$ cat config.mk
export PLATFORM = sky130hd
export DESIGN_NAME = sorted_value_list
export DESIGN_NICKNAME = d
export VERILOG_FILES = /design/src/svl_pkg.sv /design/src/sorted_value_list.sv
export SDC_FILE = /design/constraint.sdc
export NUM_CORES = 1
export LEC_CHECK = 0
export BUFFER_PORTS_ARGS = -buffer_cell sky130_fd_sc_hd__buf_2
export CORE_MARGIN = 5
export CORE_UTILIZATION = 30
export CTS_CLUSTER_SIZE = 25
export DETAILED_ROUTE_END_ITERATION = 8
export GPL_TIMING_DRIVEN = 0
export PLACE_DENSITY = 0.51
export SYNTH_ARGS = -nofsm -noshare
export SYNTH_HDL_FRONTEND = slang
export SYNTH_SLANG_ARGS = --single-unit
$ cat constraint.sdc
create_clock -name clock -period 5.79 [get_ports clock]
set_input_delay 0.8685 -clock clock [delete_from_list [all_inputs] [get_ports clock]]
set_output_delay 0.8685 -clock clock [all_outputs]
set_load 0.01 [all_outputs]
$ cat src/svl_pkg.sv
// svl_pkg: command and status codes and field widths for the sorted value list
// no dependencies; used by sorted_value_list
package svl_pkg;

   localparam int VALUE_W  = 32;
   localparam int CMD_W    = 2;
   localparam int STATUS_W = 2;
   localparam int COUNT_W  = 5;

   typedef logic [CMD_W-1:0]    cmd_type;
   typedef logic [STATUS_W-1:0] status_type;
   typedef logic signed [VALUE_W-1:0] value_type;

   localparam cmd_type CMD_INSERT = 2'd0;
   localparam cmd_type CMD_SEARCH = 2'd1;
   localparam cmd_type CMD_DELETE = 2'd2;
   localparam cmd_type CMD_POP    = 2'd3;

   localparam status_type ST_OK       = 2'd0;
   localparam status_type ST_NOTFOUND = 2'd1;
   localparam status_type ST_FULL     = 2'd2;
   localparam status_type ST_EMPTY    = 2'd3;

endpackage

$ cat src/sorted_value_list.sv
// sorted_value_list: ascending store of signed values with insert, search,
// delete and pop, walked one entry at a time over a single-port-read memory
// depends on svl_pkg
//
//  channel   direction  tdata                              tuser
//  req       in         value[31:0]                        cmd[1:0]
//  rsp       out        popped_value[31:0], count[36:32]   status[1:0]
//
// each memory step is a registered read then a compare and write
// insert shifts up every entry not smaller than the value, then writes it in;
// a full store, or an empty one on search, delete or pop, goes straight to the response
// search walks up from the first entry until a match or the end of the store;
// delete and pop (which takes the first entry) shift the later entries down
// reset clears the count, the sequencer and the response valid; entry contents stay undefined
// one transaction at a time; a new request is taken while a response still waits
module sorted_value_list #(
   parameter int DEPTH = 16
) (
   input  logic                          clock,
   input  logic                          reset,
   input  logic                          req_tvalid,
   output logic                          req_tready,
   input  logic [31:0]                   req_tdata,  // value[31:0]
   input  logic [svl_pkg::CMD_W-1:0]     req_tuser,  // cmd[1:0]
   output logic                          rsp_tvalid,
   input  logic                          rsp_tready,
   output logic [39:0]                   rsp_tdata,  // popped_value[31:0], entry_count[36:32]
   output logic [svl_pkg::STATUS_W-1:0]  rsp_tuser   // status[1:0]
);
   import svl_pkg::*;

   localparam int AW = (DEPTH > 1) ? $clog2(DEPTH) : 1;
   localparam int CW = $clog2(DEPTH + 1);

   localparam logic [3:0] S_IDLE     = 4'd0;
   localparam logic [3:0] S_FIND_RD  = 4'd1;
   localparam logic [3:0] S_FIND_CMP = 4'd2;
   localparam logic [3:0] S_UP_RD    = 4'd3;
   localparam logic [3:0] S_UP_WR    = 4'd4;
   localparam logic [3:0] S_UP_PUT   = 4'd5;
   localparam logic [3:0] S_DN_RD    = 4'd6;
   localparam logic [3:0] S_DN_WR    = 4'd7;
   localparam logic [3:0] S_DONE     = 4'd8;

   value_type mem [DEPTH];

   logic [3:0]    state_ff, state_in;
   logic [CW-1:0] idx_ff, idx_in;
   logic [CW-1:0] count_ff, count_in;
   cmd_type       cmd_ff, cmd_in;
   value_type     val_ff, val_in;
   status_type    status_ff, status_in;
   value_type     popped_ff, popped_in;
   value_type     rd_data_ff;
   logic          rsp_valid_ff, rsp_valid_in;
   logic [39:0]   rsp_data_ff, rsp_data_in;
   status_type    rsp_status_ff, rsp_status_in;

   logic          wr_en;
   logic [AW-1:0] wr_addr;
   value_type     wr_data;
   logic [CW-1:0] rd_idx;
   logic [CW:0]   idx_p1, idx_p2;
   logic          match;
   logic          req_take;

   assign req_tready = (state_ff == S_IDLE);
   assign req_take   = req_tvalid && req_tready;
   assign idx_p1     = {1'b0, idx_ff} + (CW+1)'(1);
   assign idx_p2     = {1'b0, idx_ff} + (CW+1)'(2);
   assign match      = (cmd_ff == CMD_POP) || (rd_data_ff == val_ff);

   always_comb begin
      unique case (state_ff)
         S_UP_RD: rd_idx = idx_ff - CW'(1);
         S_DN_RD: rd_idx = CW'(idx_p1);
         default: rd_idx = idx_ff;
      endcase
   end

   always_comb begin
      state_in      = state_ff;
      idx_in        = idx_ff;
      count_in      = count_ff;
      cmd_in        = cmd_ff;
      val_in        = val_ff;
      status_in     = status_ff;
      popped_in     = popped_ff;
      rsp_valid_in  = rsp_valid_ff && !rsp_tready;
      rsp_data_in   = rsp_data_ff;
      rsp_status_in = rsp_status_ff;
      wr_en         = 1'b0;
      wr_addr       = idx_ff[AW-1:0];
      wr_data       = val_ff;
      unique case (state_ff)
         S_IDLE: begin
            if (req_take) begin
               cmd_in    = req_tuser;
               val_in    = req_tdata;
               popped_in = '0;
               idx_in    = '0;
               status_in = ST_OK;
               unique case (req_tuser)
                  CMD_INSERT: begin
                     idx_in = count_ff;
                     if (count_ff == CW'(DEPTH)) begin
                        status_in = ST_FULL;
                        state_in  = S_DONE;
                     end else if (count_ff == '0) begin
                        state_in = S_UP_PUT;
                     end else begin
                        state_in = S_UP_RD;
                     end
                  end
                  CMD_SEARCH, CMD_DELETE: begin
                     status_in = ST_NOTFOUND;
                     state_in  = (count_ff == '0) ? S_DONE : S_FIND_RD;
                  end
                  CMD_POP: begin
                     if (count_ff == '0) begin
                        status_in = ST_EMPTY;
                        state_in  = S_DONE;
                     end else begin
                        state_in = S_FIND_RD;
                     end
                  end
               endcase
            end
         end
         S_FIND_RD: state_in = S_FIND_CMP;
         S_FIND_CMP: begin
            if (match) begin
               status_in = ST_OK;
               if (cmd_ff == CMD_POP) begin
                  popped_in = rd_data_ff;
               end
               if (cmd_ff == CMD_SEARCH) begin
                  state_in = S_DONE;
               end else if (idx_p1 >= {1'b0, count_ff}) begin
                  count_in = count_ff - CW'(1);
                  state_in = S_DONE;
               end else begin
                  state_in = S_DN_RD;
               end
            end else begin
               idx_in = CW'(idx_p1);
               state_in = (idx_p1 == {1'b0, count_ff}) ? S_DONE : S_FIND_RD;
            end
         end
         S_UP_RD: state_in = S_UP_WR;
         S_UP_WR: begin
            wr_en = 1'b1;
            if (rd_data_ff >= val_ff) begin
               wr_data = rd_data_ff;
               idx_in  = idx_ff - CW'(1);
               state_in = (idx_ff == CW'(1)) ? S_UP_PUT : S_UP_RD;
            end else begin
               count_in = count_ff + CW'(1);
               state_in = S_DONE;
            end
         end
         S_UP_PUT: begin
            wr_en    = 1'b1;
            count_in = count_ff + CW'(1);
            state_in = S_DONE;
         end
         S_DN_RD: state_in = S_DN_WR;
         S_DN_WR: begin
            wr_en   = 1'b1;
            wr_data = rd_data_ff;
            idx_in  = CW'(idx_p1);
            if (idx_p2 >= {1'b0, count_ff}) begin
               count_in = count_ff - CW'(1);
               state_in = S_DONE;
            end else begin
               state_in = S_DN_RD;
            end
         end
         S_DONE: begin
            if (!rsp_valid_ff || rsp_tready) begin
               rsp_valid_in  = 1'b1;
               rsp_data_in   = {3'b000, COUNT_W'(count_ff), popped_ff};
               rsp_status_in = status_ff;
               state_in      = S_IDLE;
            end
         end
         default: state_in = S_IDLE;
      endcase
   end

   always_ff @(posedge clock) begin
      if (reset) begin
         state_ff     <= S_IDLE;
         count_ff     <= '0;
         rsp_valid_ff <= 1'b0;
      end else begin
         state_ff     <= state_in;
         count_ff     <= count_in;
         rsp_valid_ff <= rsp_valid_in;
      end
      idx_ff        <= idx_in;
      cmd_ff        <= cmd_in;
      val_ff        <= val_in;
      status_ff     <= status_in;
      popped_ff     <= popped_in;
      rsp_data_ff   <= rsp_data_in;
      rsp_status_ff <= rsp_status_in;
   end

   always_ff @(posedge clock) begin
      if (wr_en) begin
         mem[wr_addr] <= wr_data;
      end
      rd_data_ff <= mem[rd_idx[AW-1:0]];
   end

   assign rsp_tvalid = rsp_valid_ff;
   assign rsp_tdata  = rsp_data_ff;
   assign rsp_tuser  = rsp_status_ff;

   a_count_bound: assert property (@(posedge clock) disable iff (reset)
      count_ff <= CW'(DEPTH))
      else $error("entry count above depth");

   a_full_status: assert property (@(posedge clock) disable iff (reset)
      (rsp_valid_in && !(rsp_valid_ff && !rsp_tready) && status_ff == ST_FULL)
      |-> count_ff == CW'(DEPTH))
      else $error("full status while store not full");

   a_empty_status: assert property (@(posedge clock) disable iff (reset)
      (state_ff == S_DONE && status_ff == ST_EMPTY) |-> count_ff == '0)
      else $error("empty status while store holds entries");

   a_popped_zero: assert property (@(posedge clock) disable iff (reset)
      (state_ff == S_DONE && (status_ff != ST_OK || cmd_ff != CMD_POP))
      |-> popped_ff == '0)
      else $error("popped value set without a pop");

   a_no_write_idle: assert property (@(posedge clock) disable iff (reset)
      (state_ff == S_IDLE || state_ff == S_DONE) |-> !wr_en)
      else $error("memory write outside a walk");

endmodule
==> reports/results.txt <==
The flow ran to the end, and the final reports show no timing, DRC or antenna violations. Setup repair after global routing left no endpoint under its margin. The wire length reported by the detailed router came out at 66,100 µm. The number of placed instances, taps included, is 2,659.

The min-delay analysis places its worst path in the category flop to flop. The filler cells instantiated in the layout total 8,245. Traced cell by cell, the critical path runs through inv_1 > ha_1 > nand4_1 > nor4_2 > o31a_1 > nor2_1 > mux2i_1 > o211a_2 > buf_6 > mux2_1.

Summed over all nets, the switching power comes to 0.00528 W. Across the whole layout, storage elements account for 19,600 µm². Initial core utilization: 0.301. The logs give 96,400 µm for the wire length of the first global-routing pass and 3930 µm for the wire length on met3.

The run gives 0 as the number of max-capacitance violations reported. The uppermost layer routed was met5. The count of hold buffers inserted by post-cts repair came out at 0. The share of flip-flops with an asynchronous set or reset after synthesis is 0. Per-cell routed wire length: 23.7 µm. The mean number of vias per cell was 4.81. The later-pin clock latency in the skew report was 610 ps. The run gives 0 as the number of failing setup endpoints in the final timing report. Part of the power in combinational logic: 0.333.

The logs give 2 for the initial antenna violation count and 6530 µm² for the area taken by multi-input logic gates. The distinct cell type count after synthesis was 60; the mean instance size in the synthesized netlist was 19.3 µm². For the worst max-slew margin expressed relative to the limit, the log shows 0.119.

The fraction of final layout cells sized beyond drive strength 1 was 0.284; the post-detailed-route DRC marker count was 0. The floorplan step set the die width to 307 µm. After detailed routing, the wire length on met1 is 29,300 µm. Synthesis inferred 666 register bits.

TritonCTS built the clock tree. In this run the power density over the cells is 532 nW/µm². The dominant register cell in the synthesized netlist is sky130_fd_sc_hd__edfxtp_1.

Cell depth of the worst min-delay path: 0. Measured along the y axis, the die boundary spans 307 µm. The kind of cell with the highest combined delay along the critical path is simple AND/OR/NAND/NOR gates. Nature of the critical path startpoint: a flop. The longest clock path from root to sink contains 3 buffers. On the critical path, the stage with the largest delay is an instance of sky130_fd_sc_hd__nor4_2. The clock tree synthesis step divided the H-tree into 3 levels.

The maximum fanout along the worst path is 16, and the area enclosed by the die boundary is 94,500 µm². Global router's overall resource usage: 0.139. In this run, synthesis inferred 624 flip-flops with an integrated enable.

The routed layout has 13.4k vias. The post-synthesis instance total is 1,375, and the sequential area share after synthesis is 0.738. IR analysis of the VDD net gives a maximum drop of 0.358 mV.

The area fraction of the dominant cell type after synthesis was 0.706. The critical path is of the flop to flop type. The fraction of power consumed by the clock network is 0.289, and the critical path required time is 6060 ps. The post-synth design cell area was 26,500 µm². The fraction of the core area covered by cells at the end of the flow was 0.362. The pre-antenna-repair detailed-routing pass consisted of 7 iterations. The length in cells of the worst reg-to-reg path works out to 10. The tree built by TritonCTS fans out to 666 sinks. The routed length on met2 is 31,200 µm, and the clock-pin transition on the worst setup and hold timing paths is 60 ps. The switching power share of the total was 0.312.

The floorplan has 109 rows. Yosys attributes the largest share of cell area to sky130_fd_sc_hd__edfxtp_1 (71%), sky130_fd_sc_hd__mux4_2 (11%), sky130_fd_sc_hd__dfxtp_1 (3.2%). Peak clock frequency supported by timing: 217 MHz. Once layout is complete, the cells apart from fillers number 2,791. During synthesis, Yosys emitted a total of 0 warnings. The I/O pin count is 82, and the data arrival time of the worst path is 4870 ps. Counting buffers and inverters, the worst setup path is 10 cells deep. The tools report the part of the power in registers as 0.378. The number of global-route vias before repair was 14.0k. The delay of the slowest cell on the worst path came out at 820 ps. For the final database, setup skew stands at 31.2 ps. Ranked by instance count, the synthesized netlist is headed by sky130_fd_sc_hd__edfxtp_1 (624), sky130_fd_sc_hd__mux4_2 (128), sky130_fd_sc_hd__a21oi_1 (59), sky130_fd_sc_hd__ha_1 (55), sky130_fd_sc_hd__inv_1 (46).

The tools report the hold violation count in the final report as 0. After the first detailed-routing iteration, the DRC count stood at 1,040. Area of the core: 88,100 µm². The total overflow left after global routing is 0. STA classifies the critical path endpoint as a flop. For this design the static power due to leakage is 10.6 nW. The run gives 0 as the number of max-slew violations in the final report. The critical path contains buffers and inverters numbering 2 combined. The worst path needs 4600 ps of the cycle, external delays included. The final period utilization is 0.795. Buffers inserted during clock tree synthesis total 71.

The run gives 1,661 as the post-layout net count. The synthesized design spends more area on one cell type than any other, namely sky130_fd_sc_hd__edfxtp_1. The synthesis-to-finish area growth came out at 20.0%. After clock tree synthesis, the setup repair step added 0 buffers. Gates resized during post-CTS repair numbered 0.

For the maximum number of pins on one net before global-route repair, the log shows 22. The count of nets left with antenna violations once routing finished came out at 0. The clock root buffer is sky130_fd_sc_hd__clkbuf_16.

At the end of routability-driven placement, the weighted congestion stood at 0.805. The most common cell in the synthesized netlist is sky130_fd_sc_hd__edfxtp_1. The count of input and output buffers was 77; the slew at the pin closest to its max-slew limit was 1310 ps.

The placed wire-length estimate is 44,800 µm. The design internal power came out at 0.0117 W.
[through the flow]
step / worst slack, ps / instance area, µm² / hold WS, ps / TNS, ps / power [W]
5_1_grt: 987 / 31800 / 410 / 0 / 0.0179
2_1_floorplan: 507 / 26500 / 400 / 0 / 0.0104
4_1_cts: 1200 / 31800 / 400 / 0 / 0.0172
3_5_place_dp: 1210 / 29300 / 405 / 0 / 0.0123
3_3_place_gp: -3470 / 28400 / 407 / -232880 / 0.0121
6_report: 1190 / 31900 / 420 / 0 / 0.0170
[cell type report]
type,count,area share
multi-input cells,602,0.205
flip-flops and latches,666,0.615
repair buffers,117,0.0371
plain buffers,63,0.0121
inverters,46,0.00542
clock inverters,39,0.0162
well taps,1165,0.0458
diodes,2,0.000157
clock buffers,91,0.0636
[registers in the layout, indices dropped and copies added, names as in the netlist]
| signal | cells |
|---|---|
| rsp_tuser | 2 |
| rd_data_ff | 32 |
| val_ff | 32 |
| count_ff | 5 |
| rsp_tdata | 37 |
| mem | 512 |
| state_ff | 4 |
| cmd_ff | 2 |
| rsp_tvalid | 1 |
| status_ff | 2 |
| idx_ff | 5 |
| popped_ff | 32 |
[per-layer routing]
layer  vias to the layer above  track usage
li1                       5923            -
met1                      7019        0.193
met2                       377        0.220
met3                        94       0.0280
met4                         2       0.0438
met5                         -            0
[logic make-up after synthesis]
group,Yosys count,synth area share
flip-flops,666,0.738
XOR/XNOR,13,0.00429
other,1,0.000141
adder cells (fa/ha/maj),56,0.0267
AO/OA/AOI/OAI,136,0.0333
AND/OR/NAND/NOR,198,0.0408
buffers and inverters,109,0.0210
multiplexers,196,0.136
[placed cells by master (no fill, tap or decap), types with 8 or more instances in the layout]
| cell | synthesis | layout |
|---|---|---|
| sky130_fd_sc_hd__buf_2 | 20 | 97 |
| sky130_fd_sc_hd__buf_6 | 14 | 29 |
| sky130_fd_sc_hd__edfxtp_1 | 624 | 624 |
| sky130_fd_sc_hd__and2_1 | 33 | 32 |
| sky130_fd_sc_hd__inv_1 | 46 | 46 |
| sky130_fd_sc_hd__nor2_1 | 42 | 30 |
| sky130_fd_sc_hd__nand2_1 | 23 | 23 |
| sky130_fd_sc_hd__ha_1 | 55 | 55 |
| sky130_fd_sc_hd__nand4_1 | 10 | 10 |
| sky130_fd_sc_hd__dfxtp_1 | 42 | 42 |
| sky130_fd_sc_hd__mux2_2 | 31 | 31 |
| sky130_fd_sc_hd__clkbuf_8 | 0 | 11 |
| sky130_fd_sc_hd__mux2i_1 | 35 | 35 |
| sky130_fd_sc_hd__o21ai_0 | 8 | 8 |
| sky130_fd_sc_hd__clkbuf_1 | 21 | 27 |
| sky130_fd_sc_hd__a211oi_1 | 37 | 37 |
| sky130_fd_sc_hd__a21oi_1 | 59 | 59 |
| sky130_fd_sc_hd__clkinv_2 | 0 | 15 |
| sky130_fd_sc_hd__nor2_4 | 0 | 12 |
| sky130_fd_sc_hd__bufinv_16 | 0 | 12 |
| sky130_fd_sc_hd__clkbuf_16 | 0 | 74 |
| sky130_fd_sc_hd__nor2b_1 | 37 | 37 |
| sky130_fd_sc_hd__buf_16 | 0 | 20 |
| sky130_fd_sc_hd__mux4_2 | 128 | 128 |
| sky130_fd_sc_hd__nand3_1 | 11 | 11 |
| sky130_fd_sc_hd__nor3_1 | 13 | 9 |
| sky130_fd_sc_hd__xnor2_1 | 9 | 9 |
[worst paths after layout]
| kind | from | end | slack, ps |
|---|---|---|---|
| min | popped_ff[9]$_SDFFCE_PN0P_ | rsp_tdata[9]$_DFFE_PP_ | 420 |
| max reg2reg | val_ff[31]$_DFFE_PP_ | mem[8][8]$_DFFE_PP_ | 1190 |
| min reg2reg | popped_ff[9]$_SDFFCE_PN0P_ | rsp_tdata[9]$_DFFE_PP_ | 420 |
| max | val_ff[31]$_DFFE_PP_ | mem[8][8]$_DFFE_PP_ | 1190 |
[power groups by stage]
stage / Combinational (W) / Sequential (W) / Clock (W)
floorplan: 0.00399 / 0.00643 / 0
global placement: 0.00557 / 0.00656 / 0
detailed placement: 0.00578 / 0.00652 / 0
CTS: 0.00580 / 0.00642 / 0.00501
global route: 0.00619 / 0.00646 / 0.00520
finish: 0.00565 / 0.00641 / 0.00489
Note: power is estimated with default switching activity, not from simulation.
